==> config.mk <==
export PLATFORM = sky130hd
export DESIGN_NAME = s2l_queue
export DESIGN_NICKNAME = d
export VERILOG_FILES = /design/src/rtl/core/s2l_pkg.sv /design/src/rtl/core/s2l_queue.sv
export VERILOG_INCLUDE_DIRS = /design/src /design/src/rtl/core
export SDC_FILE = /design/constraint.sdc
export NUM_CORES = 1
export LEC_CHECK = 0
export BUFFER_PORTS_ARGS = -buffer_cell sky130_fd_sc_hd__buf_4
export CORE_UTILIZATION = 45
export DETAILED_ROUTE_END_ITERATION = 16
export PLACE_DENSITY = 0.76
export SLEW_MARGIN = 10
export SYNTH_ARGS = -nofsm -noshare
export SYNTH_HDL_FRONTEND = slang
export SYNTH_SLANG_ARGS = --single-unit
==> constraint.sdc <==
create_clock -name clk -period 2.2 [get_ports clk]
set_input_delay 0 -clock clk [delete_from_list [all_inputs] [get_ports clk]]
set_output_delay 0 -clock clk [all_outputs]
set_load 0.01 [all_outputs]
==> src/rtl/core/srgb8_to_cielab16_converter_core_assert.svh <==
// Assertion macros used by the converter queue; empty when synthesising.
`ifndef SRGB8_TO_CIELAB16_CONVERTER_CORE_ASSERT_SVH
`define SRGB8_TO_CIELAB16_CONVERTER_CORE_ASSERT_SVH
`ifndef SYNTHESIS
// The condition holds at every clock edge outside reset.
`define S2L_ASSERT_HOLDS(lbl, expr) \
  lbl: assert property (@(posedge clk) disable iff (rst) (expr)) \
    else $error("converter assertion failed");
// When the first condition holds, the second holds in the next cycle.
`define S2L_ASSERT_NEXT(lbl, ante, cons) \
  lbl: assert property (@(posedge clk) disable iff (rst) (ante) |=> (cons)) \
    else $error("converter assertion failed");
`else
`define S2L_ASSERT_HOLDS(lbl, expr)
`define S2L_ASSERT_NEXT(lbl, ante, cons)
`endif
`endif

==> src/rtl/core/s2l_pkg.sv <==
// Types, constants and constant tables of the sRGB to CIELAB converter.
`default_nettype none
package s2l_pkg;

  localparam int FRAC_BITS       = 16;
  localparam int CUBE_TABLE_LOG2 = 10;
  localparam int SHIFT           = FRAC_BITS - CUBE_TABLE_LOG2;
  localparam int FRAC_W          = (SHIFT > 0) ? SHIFT : 1;
  localparam int KNOT_COUNT      = (1 << CUBE_TABLE_LOG2) + 1;
  localparam int KNOT_W          = CUBE_TABLE_LOG2 + 1;
  localparam int FX_W            = FRAC_BITS + 1;
  localparam int CBRT_SHIFT      = 3 * FRAC_BITS + 3 - CUBE_TABLE_LOG2;

  localparam logic [63:0] FX_ONE   = 64'd1 << FRAC_BITS;
  localparam logic [63:0] SPAN     = 64'd1 << CUBE_TABLE_LOG2;
  localparam logic [63:0] KNOT_DEN = 64'd3132 * SPAN;

  // Queue between front and back.
  localparam int QUEUE_DEPTH = 4;
  localparam int QPTR_W      = $clog2(QUEUE_DEPTH);
  localparam int QCNT_W      = $clog2(QUEUE_DEPTH + 1);

  // White point of D65, in units of 1e-6.
  localparam logic [63:0] WX = 64'd950489;
  localparam logic [63:0] WY = 64'd1000000;
  localparam logic [63:0] WZ = 64'd1088840;

  // sRGB to XYZ matrix, each row divided by its white component.
  localparam logic [FX_W-1:0] COEF [3][3] = '{
    '{FX_W'((64'd4124564 * FX_ONE + 64'd5 * WX) / (64'd10 * WX)),
      FX_W'((64'd3575761 * FX_ONE + 64'd5 * WX) / (64'd10 * WX)),
      FX_W'((64'd1804375 * FX_ONE + 64'd5 * WX) / (64'd10 * WX))},
    '{FX_W'((64'd2126729 * FX_ONE + 64'd5 * WY) / (64'd10 * WY)),
      FX_W'((64'd7151522 * FX_ONE + 64'd5 * WY) / (64'd10 * WY)),
      FX_W'((64'd721750 * FX_ONE + 64'd5 * WY) / (64'd10 * WY))},
    '{FX_W'((64'd193339 * FX_ONE + 64'd5 * WZ) / (64'd10 * WZ)),
      FX_W'((64'd1191920 * FX_ONE + 64'd5 * WZ) / (64'd10 * WZ)),
      FX_W'((64'd9503041 * FX_ONE + 64'd5 * WZ) / (64'd10 * WZ))}
  };

  // Output scaling.
  localparam int M_W     = FRAC_BITS + 8;
  localparam int LN_W    = FRAC_BITS + 24;
  localparam int Q_W     = 23;
  localparam int RECIP_SHIFT = 30;
  localparam logic [23:0] RECIP = 24'd10737419;
  localparam int QR_W    = Q_W + 24;
  localparam logic [63:0] L_OFFSET = 64'd16 * FX_ONE;
  localparam logic [63:0] L_ROUND  = 64'd50 * FX_ONE;
  localparam int DW      = FX_W + 1;
  localparam int AB_W    = FRAC_BITS + 22;
  localparam int SCALE_A = 500 * 257;
  localparam int SCALE_B = 200 * 257;
  localparam logic [63:0] AB_OFFSET = 64'd32896 * FX_ONE;
  localparam logic [63:0] AB_HALF   = FX_ONE >> 1;

  typedef struct packed {
    logic [7:0] red;
    logic [7:0] green;
    logic [7:0] blue;
  } pixel_t;

  typedef struct packed {
    logic [15:0] lightness_code;
    logic [15:0] a_code;
    logic [15:0] b_code;
  } lab_t;

  typedef struct packed {
    logic [FX_W-1:0] lin_red;
    logic [FX_W-1:0] lin_green;
    logic [FX_W-1:0] lin_blue;
  } lin_t;

  typedef struct packed {
    logic empty;
    logic full;
  } q_stat_t;

  typedef logic [FX_W-1:0] lin_tab_t [256];
  typedef logic [FX_W-1:0] knot_tab_t [KNOT_COUNT];

  // Linearised value of one gamma-encoded code.
  function automatic logic [FX_W-1:0] lin_entry(input int unsigned v);
    logic [127:0] vv, x, x2, r, cand, r2, r4, p5, y;
    vv = 128'(v);
    r  = '0;
    if (vv * 100000 <= 1031475) begin
      return FX_W'((vv * 100 * FX_ONE + 164730) / 329460);
    end
    if (vv >= 255) begin
      return FX_W'(FX_ONE);
    end
    x  = ((vv * 1000 + 14025) << 32) / 269025;
    x2 = (x * x) >> 32;
    for (int bt = 31; bt >= 0; bt--) begin
      cand = r | (128'd1 << bt);
      r2   = (cand * cand) >> 32;
      r4   = (r2 * r2) >> 32;
      p5   = (r4 * cand) >> 32;
      if (p5 <= x2) begin
        r = cand;
      end
    end
    y = (x2 * r) >> 32;
    return FX_W'((y + (128'd1 << (31 - FRAC_BITS))) >> (32 - FRAC_BITS));
  endfunction

  // Knot of the CIELAB f function.
  function automatic logic [FX_W-1:0] knot_entry(input int unsigned i);
    logic [127:0] ii, x, c, cand;
    ii = 128'(i);
    c  = '0;
    if (ii * 24389 <= 128'(SPAN) * 216) begin
      return FX_W'(((ii * 24389 + 128'(SPAN) * 432) * FX_ONE + 128'(SPAN) * 1566)
                   / KNOT_DEN);
    end
    x = ii << CBRT_SHIFT;
    for (int bt = FRAC_BITS + 1; bt >= 0; bt--) begin
      cand = c | (128'd1 << bt);
      if (cand * cand * cand <= x) begin
        c = cand;
      end
    end
    return FX_W'((c + 1) >> 1);
  endfunction

  function automatic lin_tab_t build_lin_tab();
    lin_tab_t tab;
    for (int unsigned v = 0; v < 256; v++) begin
      tab[v] = lin_entry(v);
    end
    return tab;
  endfunction

  function automatic knot_tab_t build_knot_tab();
    knot_tab_t tab;
    for (int unsigned i = 0; i < KNOT_COUNT; i++) begin
      tab[i] = knot_entry(i);
    end
    return tab;
  endfunction

  localparam lin_tab_t LIN_TAB = build_lin_tab();

endpackage
`default_nettype wire

==> src/rtl/core/s2l_queue.sv <==
// Short queue of linearised pixels between front and back.
`default_nettype none
`include "srgb8_to_cielab16_converter_core_assert.svh"
module s2l_queue (
  input  logic             clk,
  input  logic             rst,
  input  logic             wr,
  input  s2l_pkg::lin_t    wdata,
  input  logic             rd,
  output s2l_pkg::lin_t    rdata,
  output s2l_pkg::q_stat_t qstat
);

  s2l_pkg::lin_t                   slots [s2l_pkg::QUEUE_DEPTH];
  logic [s2l_pkg::QPTR_W-1:0]      wr_ptr;
  logic [s2l_pkg::QPTR_W-1:0]      rd_ptr;
  logic [s2l_pkg::QCNT_W-1:0]      cnt;

  localparam logic [s2l_pkg::QPTR_W-1:0] LAST = s2l_pkg::QPTR_W'(s2l_pkg::QUEUE_DEPTH - 1);
  localparam logic [s2l_pkg::QCNT_W-1:0] CNT_MAX = s2l_pkg::QCNT_W'(s2l_pkg::QUEUE_DEPTH);

  // Storage: one slot written per transfer.
  always_ff @(posedge clk) begin
    if (wr) begin
      slots[wr_ptr] <= wdata;
    end
  end

  // Pointers and fill count.
  always_ff @(posedge clk) begin
    if (rst) begin
      wr_ptr <= '0;
      rd_ptr <= '0;
      cnt    <= '0;
    end else begin
      if (wr) begin
        wr_ptr <= (wr_ptr == LAST) ? '0 : wr_ptr + 1'b1;
      end
      if (rd) begin
        rd_ptr <= (rd_ptr == LAST) ? '0 : rd_ptr + 1'b1;
      end
      if (wr && !rd) begin
        cnt <= cnt + 1'b1;
      end else if (rd && !wr) begin
        cnt <= cnt - 1'b1;
      end
    end
  end

  assign rdata       = slots[rd_ptr];
  assign qstat.empty = (cnt == '0);
  assign qstat.full  = (cnt == CNT_MAX);

  // Checks on the queue bookkeeping.
  `S2L_ASSERT_HOLDS(a_cnt_bound, cnt <= CNT_MAX)
  `S2L_ASSERT_HOLDS(a_no_overflow, !(wr && cnt == CNT_MAX))
  `S2L_ASSERT_HOLDS(a_no_underflow, !(rd && cnt == '0))
  `S2L_ASSERT_NEXT(a_fill, wr && !rd, cnt == $past(cnt) + 1'b1)
  `S2L_ASSERT_HOLDS(a_ptr_gap, s2l_pkg::QPTR_W'(wr_ptr - rd_ptr) == cnt[s2l_pkg::QPTR_W-1:0])

endmodule
`default_nettype wire

==> flow_metrics.env, run 1 <==
export IMPL_synth_xor_xnor_area_share_pct=0.223
export IMPL_comb_power_share_pct=10.4
export IMPL_initial_core_util_pct=46.7
export IMPL_crit_cells=3
export IMPL_syn_cell_area_um2=7860
export IMPL_critical_path_required_ns=2.20
export IMPL_wl_met3_um=702
export IMPL_synthCells=311
export IMPL_fin_crit_sh_pct=90.1
export IMPL_rsz0062_at_grt="no"
export IMPL_viasPerCell=5.11
export IMPL_fin_area_um2=10300
export IMPL_die_area_um2=18000
export IMPL_r2r_cells=5
export IMPL_setup_violations=0
export IMPL_grt_pass1_vias=4089
export IMPL_async_flop_share_pct=0
export IMPL_max_stage_delay_ns=0.53
export IMPL_status="complete, no violations"
export IMPL_clkSinkCount=213
export IMPL_nNetsFinal=557
export IMPL_p_seq_share_pct=50.9
export IMPL_synth_area_leaders="edfxtp_1, mux4_2, dfxtp_1"
export IMPL_drv_cap=0
export IMPL_p_leak_nw=3.55
export IMPL_switchingPower_w=0.00188
export IMPL_postRouteAntennaNets=0
export IMPL_power_internal_w=0.00738
export IMPL_clock_skew_ns=0.00728
export IMPL_hpwl_um=8610
export IMPL_dieWidth_um=134
export IMPL_synth_compound_area_share_pct=0.191
export IMPL_ir_worst_vdd_v=0.000561
export IMPL_tritoncts="built"
export IMPL_antenna_cells=0
export IMPL_route_met2_wl_um=7400
export IMPL_cp_num_buf_inv=2
export IMPL_cts_setup_buffers=0
export IMPL_setup_tns_final_ns=0
export IMPL_wl_met1_um=5890
export IMPL_clk_latency_ns=0.48
export IMPL_synthesis_nets=373
export IMPL_hp_class="input port to flip-flop"
export IMPL_pin_count=108
export IMPL_finalHoldViolations=0
export IMPL_cts_root_buf="clkbuf_16"
export IMPL_die_h_um=134
export IMPL_grt_max_degree=52
export IMPL_yosysWarnings=0
export IMPL_synth_cell_types=20
export IMPL_pwr_density_cell_nw_per_um2=903
export IMPL_synth_seq_area_share_pct=80.2
export IMPL_ctsResizeCount=0
export IMPL_gp_congestion=0.679
export IMPL_final_max_slew_viol_count=0
export IMPL_placed_cell_area_um2=9000
export IMPL_arrival_ns=1.98
export IMPL_htreeDepth=1
export IMPL_p_clk_share_pct=38.7
export IMPL_min_from="wdata[1]"
export IMPL_antenna_found_initial=1
export IMPL_clockBufferDepth=3
export IMPL_synth_edf_count=204
export IMPL_fmax_mhz=504
export IMPL_synth_fa_ha_area_share_pct=1.21
export IMPL_synth_area_leader_cell="edfxtp_1"
export IMPL_wl_per_cell_um=19.6
export IMPL_start_kind="flip-flop"
export IMPL_grt_pass1_wl_um=22400
export IMPL_cp_cell_sequence="buf_4 -> mux4_2 -> buf_4"
export IMPL_worst_setup_hold_path_clk_slew_ns=0.06
export IMPL_port_buffers=107
export IMPL_gr_total_overflow=0
export IMPL_drtPass1Iterations=4
export IMPL_end_kind="primary output"
export IMPL_whs_path_depth=2
export IMPL_rrSetupSlack_ns=0.57
export IMPL_track_usage_pct=16.6
export IMPL_slew_headroom_pct=77.8
export IMPL_cpMostUsedCell="buf_4"
export IMPL_crit_path_max_fanout=13
export IMPL_coreArea_um2=16800
export IMPL_synthMuxAreaShare_pct=15.2
export IMPL_synth_most_common_cell="edfxtp_1"
export IMPL_drive_gt1_share_pct=40.3
export IMPL_path_delay_family="multiplexers"
export IMPL_ys_top_cells_by_count="edfxtp_1, mux4_2, dfxtp_1"
export IMPL_cp_slowest_cell="mux4_2"
export IMPL_crit_type="flip-flop to primary output"
export IMPL_rr_endpoint="wr_ptr[1]"
export IMPL_dr_max_layer_used="met5"
export IMPL_synthFlopType="edfxtp_1"
export IMPL_finalWirelength_um=14300
export IMPL_synth_top_area_share_pct=77.9
export IMPL_row_count=47
export IMPL_first_iter_violations=174
export IMPL_synth_top_family_by_area="multiplexers"
export IMPL_syn_area_per_cell_um2=25.3
export IMPL_r2r_start="wr_ptr[0]"
export IMPL_via_count=3728
export IMPL_cts_hold_buf=55
export IMPL_tightest_slew_ns=0.333
export IMPL_syn_to_final_growth_pct=30.5
export IMPL_drc_errors=0
export IMPL_ys_ff_latch=213
export IMPL_n_fill_cell=1201
export IMPL_fin_crit_ns=1.98
export IMPL_hold_path_end="slots[3][1]"
export IMPL_swShare_pct=20.3
export IMPL_cts_buffers=21
export IMPL_yosys_area_share_simple_pct=0.987
[logic make-up after synthesis]
group | Yosys count
adder cells (fa/ha/maj) | 7
flip-flops | 213
AO/OA/AOI/OAI | 3
AND/OR/NAND/NOR | 15
XOR/XNOR | 2
buffers and inverters | 16
multiplexers | 55
[stage by stage]
stage	util, %	power (W)	instances	worst slack (ns)	hold slack (ns)
after floorplan	-	0.00525	311	0.0221	0.0691
after global placement	53.5	0.00566	637	0.717	0.198
after detailed placement	53.5	0.00569	637	0.668	0.205
after CTS	61.0	0.00936	729	0.163	0.239
after global routing	61.0	0.00959	729	0.112	0.253
final	61.0	0.00926	729	0.217	0.258
[worst max-delay path by stage]
stage                     slack, ns     endpoint
after CTS                      0.16    rdata[49]
final                          0.22    rdata[49]
after floorplan                0.02  slots[3][0]
after global placement         0.72    rdata[39]
after global routing           0.11    rdata[49]
after detailed placement       0.67       cnt[2]
[metal layers]
layer | vias to the layer above | GRT usage, %
met5 | - | 0
met4 | 2 | 4.87
met3 | 28 | 3.36
met2 | 106 | 29.2
met1 | 1915 | 21.0
li1 | 1677 | -
[state kept, by name, indices dropped and copies added, names as in the netlist, named ones only]
signal / count
cnt: 3
rd_ptr: 2
slots: 204
wr_ptr: 2
[power by group through the flow]
stage                     combinational (W)  clock [W]  sequential [W]
after detailed placement           0.000894          0         0.00480
after global placement             0.000876          0         0.00478
final                              0.000963    0.00359         0.00471
after CTS                          0.000980    0.00367         0.00472
after floorplan                    0.000477          0         0.00477
after global routing                0.00104    0.00382         0.00473
[placed cells by master, fill, tap and decap left out]
cell type	Yosys	routed
a21oi_1	2	2
and2_2	0	4
buf_12	5	9
buf_4	0	109
bufinv_16	0	3
clkbuf_1	0	4
clkbuf_16	0	21
clkbuf_8	0	3
clkinv_1	0	2
clkinv_2	0	3
clkinvlp_4	0	1
dfxtp_1	9	7
dfxtp_2	0	1
dfxtp_4	0	1
dlygate4sd3_1	0	55
edfxtp_1	204	204
fa_1	1	1
ha_1	6	6
inv_1	4	4
mux2i_1	4	4
mux4_1	1	1
mux4_2	50	50
nor2_1	7	7
nor3_1	1	1
nor3b_1	2	2
o21ai_0	1	1
or3_1	1	1
xor2_1	2	2
[layout make-up]
| class | instances | area, µm² | area share (%) |
|---|---|---|---|
| multi-input combinational | 82 | 1400 | 13.7 |
| clock buffer | 28 | 582 | 5.67 |
| tap | 220 | 275 | 2.68 |
| sequential | 213 | 6310 | 61.5 |
| clock inverter | 9 | 120 | 1.17 |
| inverter | 4 | 15.0 | 0.146 |
| timing repair buffer | 173 | 1550 | 15.1 |
Note: power is estimated with default switching activity, not from simulation.
==> run 2, diff against run 1 <==
--- a/config.mk
+++ b/config.mk
@@ -9,6 +9,7 @@
 export BUFFER_PORTS_ARGS = -buffer_cell sky130_fd_sc_hd__buf_4
 export CORE_UTILIZATION = 45
 export DETAILED_ROUTE_END_ITERATION = 16
+export MAX_ROUTING_LAYER = met4
 export PLACE_DENSITY = 0.76
 export SLEW_MARGIN = 10
 export SYNTH_ARGS = -nofsm -noshare
==> flow_metrics.env, run 2 (synthesis results as in run 1) <==
export IMPL_status="complete, no violations"
export IMPL_die_area_um2=18000
export IMPL_setup_slack_ns=0.215
export IMPL_rsz0062_at_grt="no"
export IMPL_viasPerCell=5.11
export IMPL_setup_tns_final_ns=0
export IMPL_fin_crit_ns=1.99
export IMPL_p_clk_share_pct=38.7
export IMPL_n_fill_cell=1200
export IMPL_cts_buffers=21
export IMPL_top_regs="slots x204, cnt x3"
export IMPL_p_leak_nw=3.55
export IMPL_slew_headroom_pct=77.8
export IMPL_p_seq_share_pct=50.9
export IMPL_crit_path_max_fanout=13
export IMPL_arrival_ns=1.99
export IMPL_clk_latency_ns=0.48
export IMPL_cts_hold_buf=55
export IMPL_critical_path_required_ns=2.20
export IMPL_ctsResizeCount=0
export IMPL_clockBufferDepth=3
export IMPL_power_internal_w=0.00738
export IMPL_port_buffers=107
export IMPL_coreArea_um2=16800
export IMPL_setup_violations=0
export IMPL_initial_core_util_pct=46.7
export IMPL_finalHoldViolations=0
export IMPL_grt_pass1_vias=4081
export IMPL_end_kind="primary output"
export IMPL_switchingPower_w=0.00188
export IMPL_cts_root_buf="clkbuf_16"
export IMPL_worst_setup_hold_path_clk_slew_ns=0.06
export IMPL_comb_power_share_pct=10.4
export IMPL_wl_per_cell_um=19.5
export IMPL_grt_pass1_wl_um=22400
export IMPL_postRouteAntennaNets=0
export IMPL_antenna_found_initial=1
export IMPL_gr_total_overflow=0
export IMPL_mostFrequentLayoutCell="edfxtp_1"
export IMPL_hpwl_um=8610
export IMPL_gp_congestion=0.686
export IMPL_drtPass1Iterations=4
export IMPL_ir_worst_vdd_v=0.000561
export IMPL_via_count=3729
export IMPL_largest_register_ffs=204
export IMPL_nNetsFinal=557
export IMPL_syn_to_final_growth_pct=30.5
export IMPL_htreeDepth=1
export IMPL_finalWirelength_um=14200
export IMPL_final_max_slew_viol_count=0
export IMPL_drc_errors=0
export IMPL_fmax_mhz=504
export IMPL_first_iter_violations=200
export IMPL_clock_skew_ns=0.00705
export IMPL_start_kind="flip-flop"
export IMPL_drv_cap=0
export IMPL_pin_count=108
export IMPL_drive_gt1_share_pct=40.3
export IMPL_dp_slack_ns=0.668
export IMPL_tightest_slew_ns=0.333
export IMPL_hp_class="input port to flip-flop"
export IMPL_row_count=47
export IMPL_pwr_density_cell_nw_per_um2=903
export IMPL_top_register="slots"
export IMPL_cts_setup_buffers=0
export IMPL_final_cell_mix="edfxtp_1, buf_4, dlygate4sd3_1"
export IMPL_tritoncts="built"
export IMPL_dieWidth_um=134
export IMPL_swShare_pct=20.3
export IMPL_die_h_um=134
export IMPL_clkSinkCount=213
export IMPL_crit_type="flip-flop to primary output"
export IMPL_grt_max_degree=52
export IMPL_fin_crit_sh_pct=90.2
export IMPL_track_usage_pct=17.1
==> run 2: changes by cell type in the layout (fill, tap and decap cells not counted), sizes merged <==
cell | before | now
diode | 0 | 1
==> run 2: power by group through the flow <==
stage,Clock (W),Sequential [W],Combinational [W]
finish,0.00359,0.00471,0.000963
global route,0.00382,0.00473,0.00104
CTS,0.00367,0.00472,0.000980
detailed placement,0,0.00480,0.000894
global placement,0,0.00478,0.000876
floorplan,0,0.00477,0.000477
==> run 2: final cells by class <==
cell class | instances | area [µm²] | area share (%)
repair buffers | 173 | 1550 | 15.1
diodes | 1 | 2.50 | 0.0244
clock buffers | 28 | 582 | 5.67
inverters | 4 | 15.0 | 0.146
clock inverters | 9 | 120 | 1.17
flip-flops and latches | 213 | 6310 | 61.5
well taps | 220 | 275 | 2.68
multi-input cells | 82 | 1400 | 13.7
==> run 2: critical path, stage by stage (launching register included) <==
cell,delay (ns)
dfxtp_4,0.52
buf_4,0.28
mux4_2,0.53
buf_4,0.16
==> run 2: worst paths after layout <==
| path | startpoint | to | slack, ns | cells past startpoint |
|---|---|---|---|---|
| setup / recovery | flip-flop | rdata[49] | 0.21 | 3 |
| hold / removal | wdata[1] | slots[3][1] | 0.26 | 2 |
| setup reg to reg | wr_ptr[0] | wr_ptr[1] | 0.58 | 5 |
| hold reg to reg | cnt[2] | cnt[2] | 0.53 | 2 |
==> run 2: layer usage <==
layer / track usage, % / wire length (µm) / vias up
met1: 21.3 / 5910 / 1909
met2: 29.1 / 7370 / 115
met3: 2.99 / 683 / 27
met5: - / 0 / -
met4: 4.87 / 271 / 0
li1: - / - / 1678
==> run 2: stage by stage <==
stage	hold slack, ns	power, W	cell area (µm²)	instances	util, %
2_1_floorplan	0.0691	0.00525	7860	311	-
3_3_place_gp	0.198	0.00566	9000	637	53.5
3_5_place_dp	0.205	0.00569	9000	637	53.5
4_1_cts	0.239	0.00936	10300	729	61.0
5_1_grt	0.253	0.00959	10300	730	61.0
6_report	0.259	0.00926	10300	730	61.0
